<file path="config.mk">
export PLATFORM = sky130hd
export DESIGN_NAME = line_segment_rasterizer
export DESIGN_NICKNAME = d
export VERILOG_FILES = /design/src/lsr_pkg.sv /design/src/lsr_divider.sv /design/src/lsr_datapath.sv /design/src/lsr_ctrl.sv /design/src/line_segment_rasterizer.sv
export SDC_FILE = /design/constraint.sdc
export NUM_CORES = 1
export LEC_CHECK = 0
export BUFFER_PORTS_ARGS = -buffer_cell sky130_fd_sc_hd__buf_2
export CAP_MARGIN = 15
export CORE_MARGIN = 2
export CORE_UTILIZATION = 55
export CTS_BUF_LIST = sky130_fd_sc_hd__clkbuf_8
export CTS_CLUSTER_SIZE = 14
export DETAILED_ROUTE_END_ITERATION = 7
export GPL_ROUTABILITY_DRIVEN = 1
export PLACE_DENSITY = 0.73
export SYNTH_ARGS = -nofsm -noshare
export SYNTH_HDL_FRONTEND = slang
export SYNTH_HIERARCHICAL = 1
export SYNTH_SLANG_ARGS = --single-unit
</file>
<file path="constraint.sdc">
create_clock -name clk -period 29.1 [get_ports clk]
set_clock_uncertainty 0.1 [all_clocks]
set_input_delay 1.455 -clock clk [delete_from_list [all_inputs] [get_ports clk]]
set_output_delay 1.455 -clock clk [all_outputs]
set_load 0.03 [all_outputs]
</file>
<file path="src/lsr_pkg.sv">
// Shared types and constants for the line segment rasterizer.
`timescale 1ns / 1ps

package lsr_pkg;

  localparam int CHUNK_W = 7;
  localparam int COLOR_W = 24;

  // controller -> datapath
  typedef struct packed {
    logic load;       // capture segment fields
    logic setup;      // axis choice, swap, span, minor delta
    logic div_start;  // launch chunk-offset division
    logic init;       // seed the walk at the chunk's first step
    logic emit;       // load one pixel into the output register and advance
  } lsr_cmd_t;

  // datapath -> controller
  typedef struct packed {
    logic skip;       // chunk starts past the segment's end
    logic div_busy;
    logic last_step;  // current step is the last one of this item
  } lsr_sts_t;

endpackage

</file>
<file path="src/lsr_divider.sv">
// Restoring unsigned divider, one quotient bit per cycle.
`timescale 1ns / 1ps

module lsr_divider #(
  parameter int DW = 26,
  parameter int NW = 13
) (
  input  logic          clk,
  input  logic          rst,
  input  logic          start,
  input  logic [DW-1:0] dividend,
  input  logic [NW-1:0] divisor,
  output logic          busy,
  output logic [DW-1:0] quotient,
  output logic [NW-1:0] remainder
);

  localparam int CNTW = $clog2(DW + 1);

  logic [DW-1:0]   quo;
  logic [NW-1:0]   rem;
  logic [NW-1:0]   dvs;
  logic [CNTW-1:0] cnt;
  logic [NW:0]     shifted;
  logic [NW:0]     diff;
  logic            ge;

  assign shifted   = {rem, quo[DW-1]};
  assign ge        = shifted >= {1'b0, dvs};
  assign diff      = shifted - {1'b0, dvs};
  assign busy      = cnt != '0;
  assign quotient  = quo;
  assign remainder = rem;

  always_ff @(posedge clk) begin
    if (rst) begin
      cnt <= '0;
    end else if (start) begin
      cnt <= CNTW'(DW);
    end else if (busy) begin
      cnt <= cnt - 1'b1;
    end
  end

  always_ff @(posedge clk) begin
    if (start) begin
      quo <= dividend;
      rem <= '0;
      dvs <= divisor;
    end else if (busy) begin
      rem <= ge ? diff[NW-1:0] : shifted[NW-1:0];
      quo <= {quo[DW-2:0], ge};
    end
  end

endmodule

</file>
<file path="src/lsr_datapath.sv">
// Datapath: segment setup, chunk offset division and the incremental minor-axis walk.
`timescale 1ns / 1ps

module lsr_datapath #(
  parameter int COORD_BITS  = 12,
  parameter int CHUNK_STEPS = 64
) (
  input  logic                         clk,
  input  logic                         rst,
  input  lsr_pkg::lsr_cmd_t            cmd,
  output lsr_pkg::lsr_sts_t            sts,
  input  logic signed [COORD_BITS-1:0] start_x,
  input  logic signed [COORD_BITS-1:0] start_y,
  input  logic signed [COORD_BITS-1:0] start_height,
  input  logic signed [COORD_BITS-1:0] end_x,
  input  logic signed [COORD_BITS-1:0] end_y,
  input  logic signed [COORD_BITS-1:0] end_height,
  input  logic [lsr_pkg::COLOR_W-1:0]  seg_color,
  input  logic [lsr_pkg::CHUNK_W-1:0]  chunk_index,
  output logic signed [COORD_BITS-1:0] pixel_x,
  output logic signed [COORD_BITS:0]   pixel_y,
  output logic [lsr_pkg::COLOR_W-1:0]  pixel_color,
  output logic                         final_pixel
);

  localparam int CW   = COORD_BITS + 1;   // screen coordinate
  localparam int NW   = COORD_BITS + 1;   // span
  localparam int DMW  = COORD_BITS + 2;   // minor delta, |dmin| <= n
  localparam int DIFW = CW + 1;
  localparam int FW   = lsr_pkg::CHUNK_W + $clog2(CHUNK_STEPS);
  localparam int DW   = FW + NW;
  localparam int KW   = ((FW > NW) ? FW : NW) + 1;
  localparam int SW   = (CHUNK_STEPS > 1) ? $clog2(CHUNK_STEPS) : 1;
  localparam int QW   = COORD_BITS + 2;   // floor quotient, may dip one below minor

  // captured segment
  logic signed [CW-1:0]         x0_r, y0_r, x1_r, y1_r;
  logic [lsr_pkg::COLOR_W-1:0]  color_r;
  logic [lsr_pkg::CHUNK_W-1:0]  chunk_r;

  // setup results
  logic                 xm_r;
  logic signed [CW-1:0] m0_r, p0_r;
  logic [NW-1:0]        n_r;
  logic signed [DMW-1:0] dmin_r;
  logic [FW-1:0]        first_r;

  // walk state: minor = floor quotient q_r with remainder r_r over n
  logic signed [QW-1:0] q_r;
  logic [NW-1:0]        r_r;
  logic signed [CW-1:0] major_r;
  logic [KW-1:0]        k_r;
  logic [SW-1:0]        s_r;

  // setup logic
  logic signed [DIFW-1:0] dx, dy, dx_neg, dy_neg;
  logic [DIFW-1:0]        adx, ady;
  logic                   xm;
  logic signed [CW-1:0]   ma, mb, pa, pb, m0, m1, p0, p1;
  logic                   swap;

  always_comb begin
    dx     = DIFW'(x1_r) - DIFW'(x0_r);
    dy     = DIFW'(y1_r) - DIFW'(y0_r);
    dx_neg = -dx;
    dy_neg = -dy;
    adx    = dx[DIFW-1] ? dx_neg : dx;
    ady    = dy[DIFW-1] ? dy_neg : dy;
    xm     = adx > ady;
    ma     = xm ? x0_r : y0_r;
    mb     = xm ? x1_r : y1_r;
    pa     = xm ? y0_r : x0_r;
    pb     = xm ? y1_r : x1_r;
    swap   = ma > mb;
    m0     = swap ? mb : ma;
    m1     = swap ? ma : mb;
    p0     = swap ? pb : pa;
    p1     = swap ? pa : pb;
  end

  // chunk offset: first * |dmin|, divided by n
  logic signed [DMW-1:0] dmin_neg;
  logic [NW-1:0]         adm;
  logic [DW-1:0]         prod;
  logic [DW-1:0]         quo;
  logic [NW-1:0]         rem;
  logic                  div_busy;

  assign dmin_neg = -dmin_r;
  assign adm      = dmin_r[DMW-1] ? NW'(dmin_neg) : NW'(dmin_r);
  assign prod     = DW'(first_r) * DW'(adm);

  lsr_divider #(
    .DW(DW),
    .NW(NW)
  ) u_div (
    .clk      (clk),
    .rst      (rst),
    .start    (cmd.div_start),
    .dividend (prod),
    .divisor  (n_r),
    .busy     (div_busy),
    .quotient (quo),
    .remainder(rem)
  );

  // floor(first*dmin / n) from the unsigned magnitude result
  logic                  fzero;
  logic signed [DW:0]    quo_s, fq;
  logic [NW-1:0]         fr;
  logic signed [QW-1:0]  q_init;

  always_comb begin
    fzero = (first_r == '0) || (dmin_r == '0);
    quo_s = signed'((DW + 1)'(quo));
    if (fzero) begin
      fq = '0;
      fr = '0;
    end else if (!dmin_r[DMW-1]) begin
      fq = quo_s;
      fr = rem;
    end else if (rem == '0) begin
      fq = -quo_s;
      fr = '0;
    end else begin
      fq = -quo_s - (DW + 1)'(1);
      fr = n_r - rem;
    end
    q_init = QW'((DW + 1)'(p0_r) + fq);
  end

  // per-step increment: dmin = dq*n + dr, dq in {-1, 0, 1}
  logic signed [DMW-1:0] n_s;
  logic signed [2:0]     dq, qadd;
  logic [NW-1:0]         dr;
  logic [NW:0]           rsum;
  logic                  carry;
  logic [NW-1:0]         r_step;
  logic signed [QW-1:0]  q_step, minor;

  always_comb begin
    n_s = signed'(DMW'(n_r));
    if (dmin_r == n_s) begin
      dq = 3'sd1;
      dr = '0;
    end else if (!dmin_r[DMW-1]) begin
      dq = 3'sd0;
      dr = NW'(dmin_r);
    end else begin
      dq = -3'sd1;
      dr = NW'(dmin_r + n_s);
    end
    rsum   = (NW + 1)'(r_r) + (NW + 1)'(dr);
    carry  = rsum >= (NW + 1)'(n_r);
    qadd   = dq + (carry ? 3'sd1 : 3'sd0);
    r_step = carry ? NW'(rsum - (NW + 1)'(n_r)) : NW'(rsum);
    q_step = q_r + QW'(qadd);
    // truncate toward zero: a negative value with a remainder rounds up
    minor  = (q_r[QW-1] && (r_r != '0)) ? q_r + QW'(1) : q_r;
  end

  assign sts.skip      = KW'(first_r) > KW'(n_r);
  assign sts.div_busy  = div_busy;
  assign sts.last_step = (k_r == KW'(n_r)) || (s_r == SW'(CHUNK_STEPS - 1));

  always_ff @(posedge clk) begin
    if (cmd.load) begin
      x0_r    <= CW'(start_x);
      y0_r    <= CW'(start_y) - CW'(start_height);
      x1_r    <= CW'(end_x);
      y1_r    <= CW'(end_y) - CW'(end_height);
      color_r <= seg_color;
      chunk_r <= chunk_index;
    end
    if (cmd.setup) begin
      xm_r    <= xm;
      m0_r    <= m0;
      p0_r    <= p0;
      n_r     <= NW'(m1 - m0);
      dmin_r  <= DMW'(p1) - DMW'(p0);
      first_r <= FW'(chunk_r) * FW'(CHUNK_STEPS);
    end
    if (cmd.init) begin
      q_r     <= q_init;
      r_r     <= fr;
      major_r <= m0_r + CW'(first_r);
      k_r     <= KW'(first_r);
      s_r     <= '0;
    end else if (cmd.emit) begin
      q_r     <= q_step;
      r_r     <= r_step;
      major_r <= major_r + CW'(1);
      k_r     <= k_r + 1'b1;
      s_r     <= s_r + 1'b1;
    end
    if (cmd.emit) begin
      pixel_x     <= xm_r ? major_r[COORD_BITS-1:0] : minor[COORD_BITS-1:0];
      pixel_y     <= xm_r ? minor[CW-1:0] : major_r;
      pixel_color <= color_r;
      final_pixel <= k_r == KW'(n_r);
    end
  end

endmodule

</file>
<file path="src/lsr_ctrl.sv">
// Controller: sequences setup, division and pixel emission; owns both handshakes.
`timescale 1ns / 1ps

module lsr_ctrl (
  input  logic              clk,
  input  logic              rst,
  input  logic              seg_valid,
  output logic              seg_stall,
  output logic              pix_valid,
  input  logic              pix_stall,
  output lsr_pkg::lsr_cmd_t cmd,
  input  lsr_pkg::lsr_sts_t sts
);

  typedef enum logic [5:0] {
    S_IDLE  = 6'b000001,
    S_SETUP = 6'b000010,
    S_MUL   = 6'b000100,
    S_DIV   = 6'b001000,
    S_INIT  = 6'b010000,
    S_EMIT  = 6'b100000
  } state_t;

  state_t state, state_next;
  logic   pix_valid_next;
  logic   out_free;

  assign out_free  = !pix_valid || !pix_stall;
  assign seg_stall = state != S_IDLE;

  always_comb begin
    cmd        = '0;
    state_next = state;
    unique case (state)
      S_IDLE: begin
        if (seg_valid) begin
          cmd.load   = 1'b1;
          state_next = S_SETUP;
        end
      end
      S_SETUP: begin
        cmd.setup  = 1'b1;
        state_next = S_MUL;
      end
      S_MUL: begin
        if (sts.skip) begin
          state_next = S_IDLE;
        end else begin
          cmd.div_start = 1'b1;
          state_next    = S_DIV;
        end
      end
      S_DIV: begin
        if (!sts.div_busy) begin
          state_next = S_INIT;
        end
      end
      S_INIT: begin
        cmd.init   = 1'b1;
        state_next = S_EMIT;
      end
      S_EMIT: begin
        if (out_free) begin
          cmd.emit = 1'b1;
          if (sts.last_step) begin
            state_next = S_IDLE;
          end
        end
      end
      default: begin
        state_next = S_IDLE;
      end
    endcase
    pix_valid_next = cmd.emit || (pix_valid && pix_stall);
  end

  always_ff @(posedge clk) begin
    if (rst) begin
      state     <= S_IDLE;
      pix_valid <= 1'b0;
    end else begin
      state     <= state_next;
      pix_valid <= pix_valid_next;
    end
  end

endmodule

</file>
<file path="src/line_segment_rasterizer.sv">
// Top level of the line segment rasterizer.
//
// Segment channel (seg_valid / seg_stall): one transfer carries two endpoints
// (x, y, height), a color and a chunk number. Screen y is y minus height.
// Pixel channel (pix_valid / pix_stall): the block walks the segment along its
// major axis and delivers the chunk's pixels one per transfer, in step order,
// with final_pixel set on the segment's last step.
// One segment is processed at a time; seg_stall stays high from the cycle after
// a transfer until the last pixel of that chunk sits in the output register.
// Setup, a multiply state and a restoring division seed the walk; then the block
// delivers one pixel per cycle while the receiver takes them. A chunk that starts
// past the segment's end produces no pixel and frees the input.
// When the receiver stalls, the pixel is held and the walk pauses.
// Reset (rst, synchronous) empties the output register and returns to idle.
`timescale 1ns / 1ps

module line_segment_rasterizer #(
  parameter int COORD_BITS  = 12,
  parameter int CHUNK_STEPS = 64
) (
  input  logic                         clk,
  input  logic                         rst,
  input  logic                         seg_valid,
  output logic                         seg_stall,
  input  logic signed [COORD_BITS-1:0] start_x,
  input  logic signed [COORD_BITS-1:0] start_y,
  input  logic signed [COORD_BITS-1:0] start_height,
  input  logic signed [COORD_BITS-1:0] end_x,
  input  logic signed [COORD_BITS-1:0] end_y,
  input  logic signed [COORD_BITS-1:0] end_height,
  input  logic [lsr_pkg::COLOR_W-1:0]  seg_color,
  input  logic [lsr_pkg::CHUNK_W-1:0]  chunk_index,
  output logic                         pix_valid,
  input  logic                         pix_stall,
  output logic signed [COORD_BITS-1:0] pixel_x,
  output logic signed [COORD_BITS:0]   pixel_y,
  output logic [lsr_pkg::COLOR_W-1:0]  pixel_color,
  output logic                         final_pixel
);

  lsr_pkg::lsr_cmd_t cmd;
  lsr_pkg::lsr_sts_t sts;

  lsr_ctrl u_ctrl (
    .clk      (clk),
    .rst      (rst),
    .seg_valid(seg_valid),
    .seg_stall(seg_stall),
    .pix_valid(pix_valid),
    .pix_stall(pix_stall),
    .cmd      (cmd),
    .sts      (sts)
  );

  lsr_datapath #(
    .COORD_BITS (COORD_BITS),
    .CHUNK_STEPS(CHUNK_STEPS)
  ) u_dp (
    .clk         (clk),
    .rst         (rst),
    .cmd         (cmd),
    .sts         (sts),
    .start_x     (start_x),
    .start_y     (start_y),
    .start_height(start_height),
    .end_x       (end_x),
    .end_y       (end_y),
    .end_height  (end_height),
    .seg_color   (seg_color),
    .chunk_index (chunk_index),
    .pixel_x     (pixel_x),
    .pixel_y     (pixel_y),
    .pixel_color (pixel_color),
    .final_pixel (final_pixel)
  );

endmodule

</file>
==> results.sh <==
export IMPL_worstSetupEndpointType="register"
export IMPL_path_clk_slew_ns=0.06
export IMPL_cts_sinks=316
export IMPL_max_slew_worst_pin_slew_ns=1.00
export IMPL_cp_slowest_cell="o31ai_1"
export IMPL_drc=0
export IMPL_avgSynthCellArea_um2=9.29
export IMPL_layout_common_cells="nand2_1, edfxtp_1, inv_1, ha_1, nor2_1"
export IMPL_dp_cells=3505
export IMPL_root_buffer="clkbuf_8"
export IMPL_clock_path_buffers=3
export IMPL_synth_ff_type="edfxtp_1"
export IMPL_setup_violations_final=0
export IMPL_slowest_delay_ns=0.71
export IMPL_synthArstFlopShare_pct=0
export IMPL_hold_viol_final=0
export IMPL_via_count=21100
export IMPL_synth_edf_count=284
export IMPL_cap_violations=0
export IMPL_fin_setup_tns_ns=0
export IMPL_post_cts_setup_buffers=0
export IMPL_required_ns=29.39
export IMPL_h_tree_depth=2
export IMPL_wl_um=68800
export IMPL_ctsHoldBuffers=0
export IMPL_syn_area_um2=26100
export IMPL_arrival_ns=12.08
export IMPL_synth_area_leaders="edfxtp_1, ha_1, fa_1"
export IMPL_finalMaxSlewViolations=0
export IMPL_viasPerCell=5.85
export IMPL_fin_crit_sh_pct=40.5
export IMPL_path_class="reg2reg"
export IMPL_yosysUniqueCellTypes=95
export IMPL_min_period_ns=11.80
export IMPL_slew_headroom_pct=33.2
export IMPL_die_w_um=222
export IMPL_nFillCells=3973
export IMPL_ys_seq_area_share_pct=35.1
export IMPL_dp_hpwl_um=52800
export IMPL_io_buffer_count=158
export IMPL_drive_gt1_share_pct=11.0
export IMPL_cts_resized=0
export IMPL_die_h_um=222
export IMPL_layout_commonest_cell="nand2_1"
export IMPL_cts_buffers=55
export IMPL_cts_tree="yes"
export IMPL_initial_core_util_pct=55.9
export IMPL_wl_per_cell_um=19.1
export IMPL_antenna_found_initial=2
export IMPL_postLayoutCoreUtil_pct=61.3
export IMPL_ant_nets=0
export IMPL_grt_total_usage_pct=27.8
export IMPL_yosysWarnings=6
export IMPL_first_pass_iters=7
export IMPL_fmax_mhz=84.8
export IMPL_min_delay_path_depth=0
export IMPL_area_growth_pct=9.65
export IMPL_worstPathMaxFanout=68
export IMPL_grt_max_degree=94
export IMPL_core_area_um2=46800
export IMPL_die_area_um2=49300
export IMPL_grt_pass1_wl_um=108000
export IMPL_final_cells=3608
export IMPL_first_global_vias=20800
export IMPL_synthCells=2813
export IMPL_rows=79
export IMPL_rsz0062_at_grt="false"
export IMPL_ys_ff_latch=316
export IMPL_yosysTopAreaCell="edfxtp_1"
export IMPL_hold_class="reg2reg"
export IMPL_drt_iter0_drc=1445
export IMPL_pin_count=159
export IMPL_clk_latency_ns=0.67
export IMPL_outcome="finished, final reports clean"
export IMPL_nets=3370
export IMPL_reg2regPathDepth=49
export IMPL_yosysTopAreaCellShare_pct=32.6
export IMPL_grt_overflow_total=0
export IMPL_start_kind="register"
export IMPL_place_congestion=1.03
## state kept, by name (all words and copies together), names as in the netlist, 14 cells and up
register	cells
u_dp/color_r	24
u_dp/dmin_r	14
u_dp/k_r	14
u_dp/pixel_color	24
u_dp/q_r	14
u_dp/u_div/quotient	26
## critical path, delay by kind of cell, from the launching register on
kind	cells	cell delay (ns)
simple gates	15	2.74
xor+xnor	2	0.31
flops	1	0.49
compound gates	21	4.63
buf+inv	7	1.69
fa+ha+maj	4	1.45
## stage by stage
stage               hold WS, ns  setup slack (ns)  area [um2]
detailed placement        0.305             17.54       27400
CTS                       0.314             17.53       28700
global placement          0.300             17.88       27400
floorplan                 0.300             19.44       26200
finish                    0.315             17.30       28700
global route              0.318             16.13       28700
## cells by family (layout without fill, tap and decap cells)
kind of cell	after synthesis	after routing	synth area share [%]
xor gates and xnor gates	244	244	8.18
and+or+nand+nor	882	882	16.0
AOI/OAI and AO/OA	619	619	15.3
muxes	82	82	3.29
buffers and inverters	361	542	5.47
other	1	8	0.0144
DFF	316	316	35.1
adders and majority gates	308	308	16.7
## layer usage
metal / routed length, um / global-route usage [%]
met5: 0 / 0
met4: 3420 / 14.1
met3: 4460 / 3.50
met2: 32900 / 47.6
met1: 28000 / 34.5
## layout make-up
| type | instances | area, um2 | area share (%) |
|---|---|---|---|
| diodes | 1 | 2.50 | 0.00873 |
| inverters | 265 | 995 | 3.47 |
| clock buffers | 56 | 771 | 2.69 |
| clock inverters | 46 | 462 | 1.61 |
| well taps | 607 | 759 | 2.65 |
| repair buffers | 175 | 918 | 3.21 |
| flip-flops and latches | 316 | 9170 | 32.0 |
| multi-input cells | 2142 | 15600 | 54.4 |
## worst paths after layout
path                        start               end  slack (ns)
hold / removal    u_dp/chunk_r[5]  u_dp/first_r[11]        0.31
setup reg to reg     u_dp/y0_r[1]   u_dp/dmin_r[12]       17.30
setup / recovery     u_dp/y0_r[1]   u_dp/dmin_r[12]       17.30
hold reg to reg   u_dp/chunk_r[5]  u_dp/first_r[11]        0.31
## synthesized netlist by cell type (all sizes together), types with 7 or more instances
| cell type | number |
|---|---|
| nand2 | 295 |
| edfxtp | 284 |
| inv | 265 |
| ha | 241 |
| nor2 | 231 |
| a21oi | 164 |
| xnor2 | 148 |
| o21ai | 144 |
| xor2 | 96 |
| nand3 | 73 |
| clkbuf | 71 |
| fa | 67 |
| a21o | 54 |
| mux2i | 50 |
| nor3 | 48 |
| nor2b | 37 |
| or3 | 33 |
| and2 | 32 |
| dfxtp | 32 |
| mux2 | 32 |
| a211oi | 30 |
| a31oi | 28 |
| o211ai | 28 |
| a21boi | 27 |
| o21bai | 26 |
| buf | 24 |
| nand2b | 24 |
| and3 | 23 |
| nand4 | 23 |
| nor4 | 19 |
| o22ai | 16 |
| o21a | 13 |
| o31ai | 13 |
| a311oi | 11 |
| or2 | 9 |
| a2bb2oi | 8 |
| nand3b | 8 |
| or4 | 8 |
| o41ai | 7 |
Power is left out: the tool's default activity adds up to more than one toggle a clock period on the data nets, which glitch-free logic cannot reach.
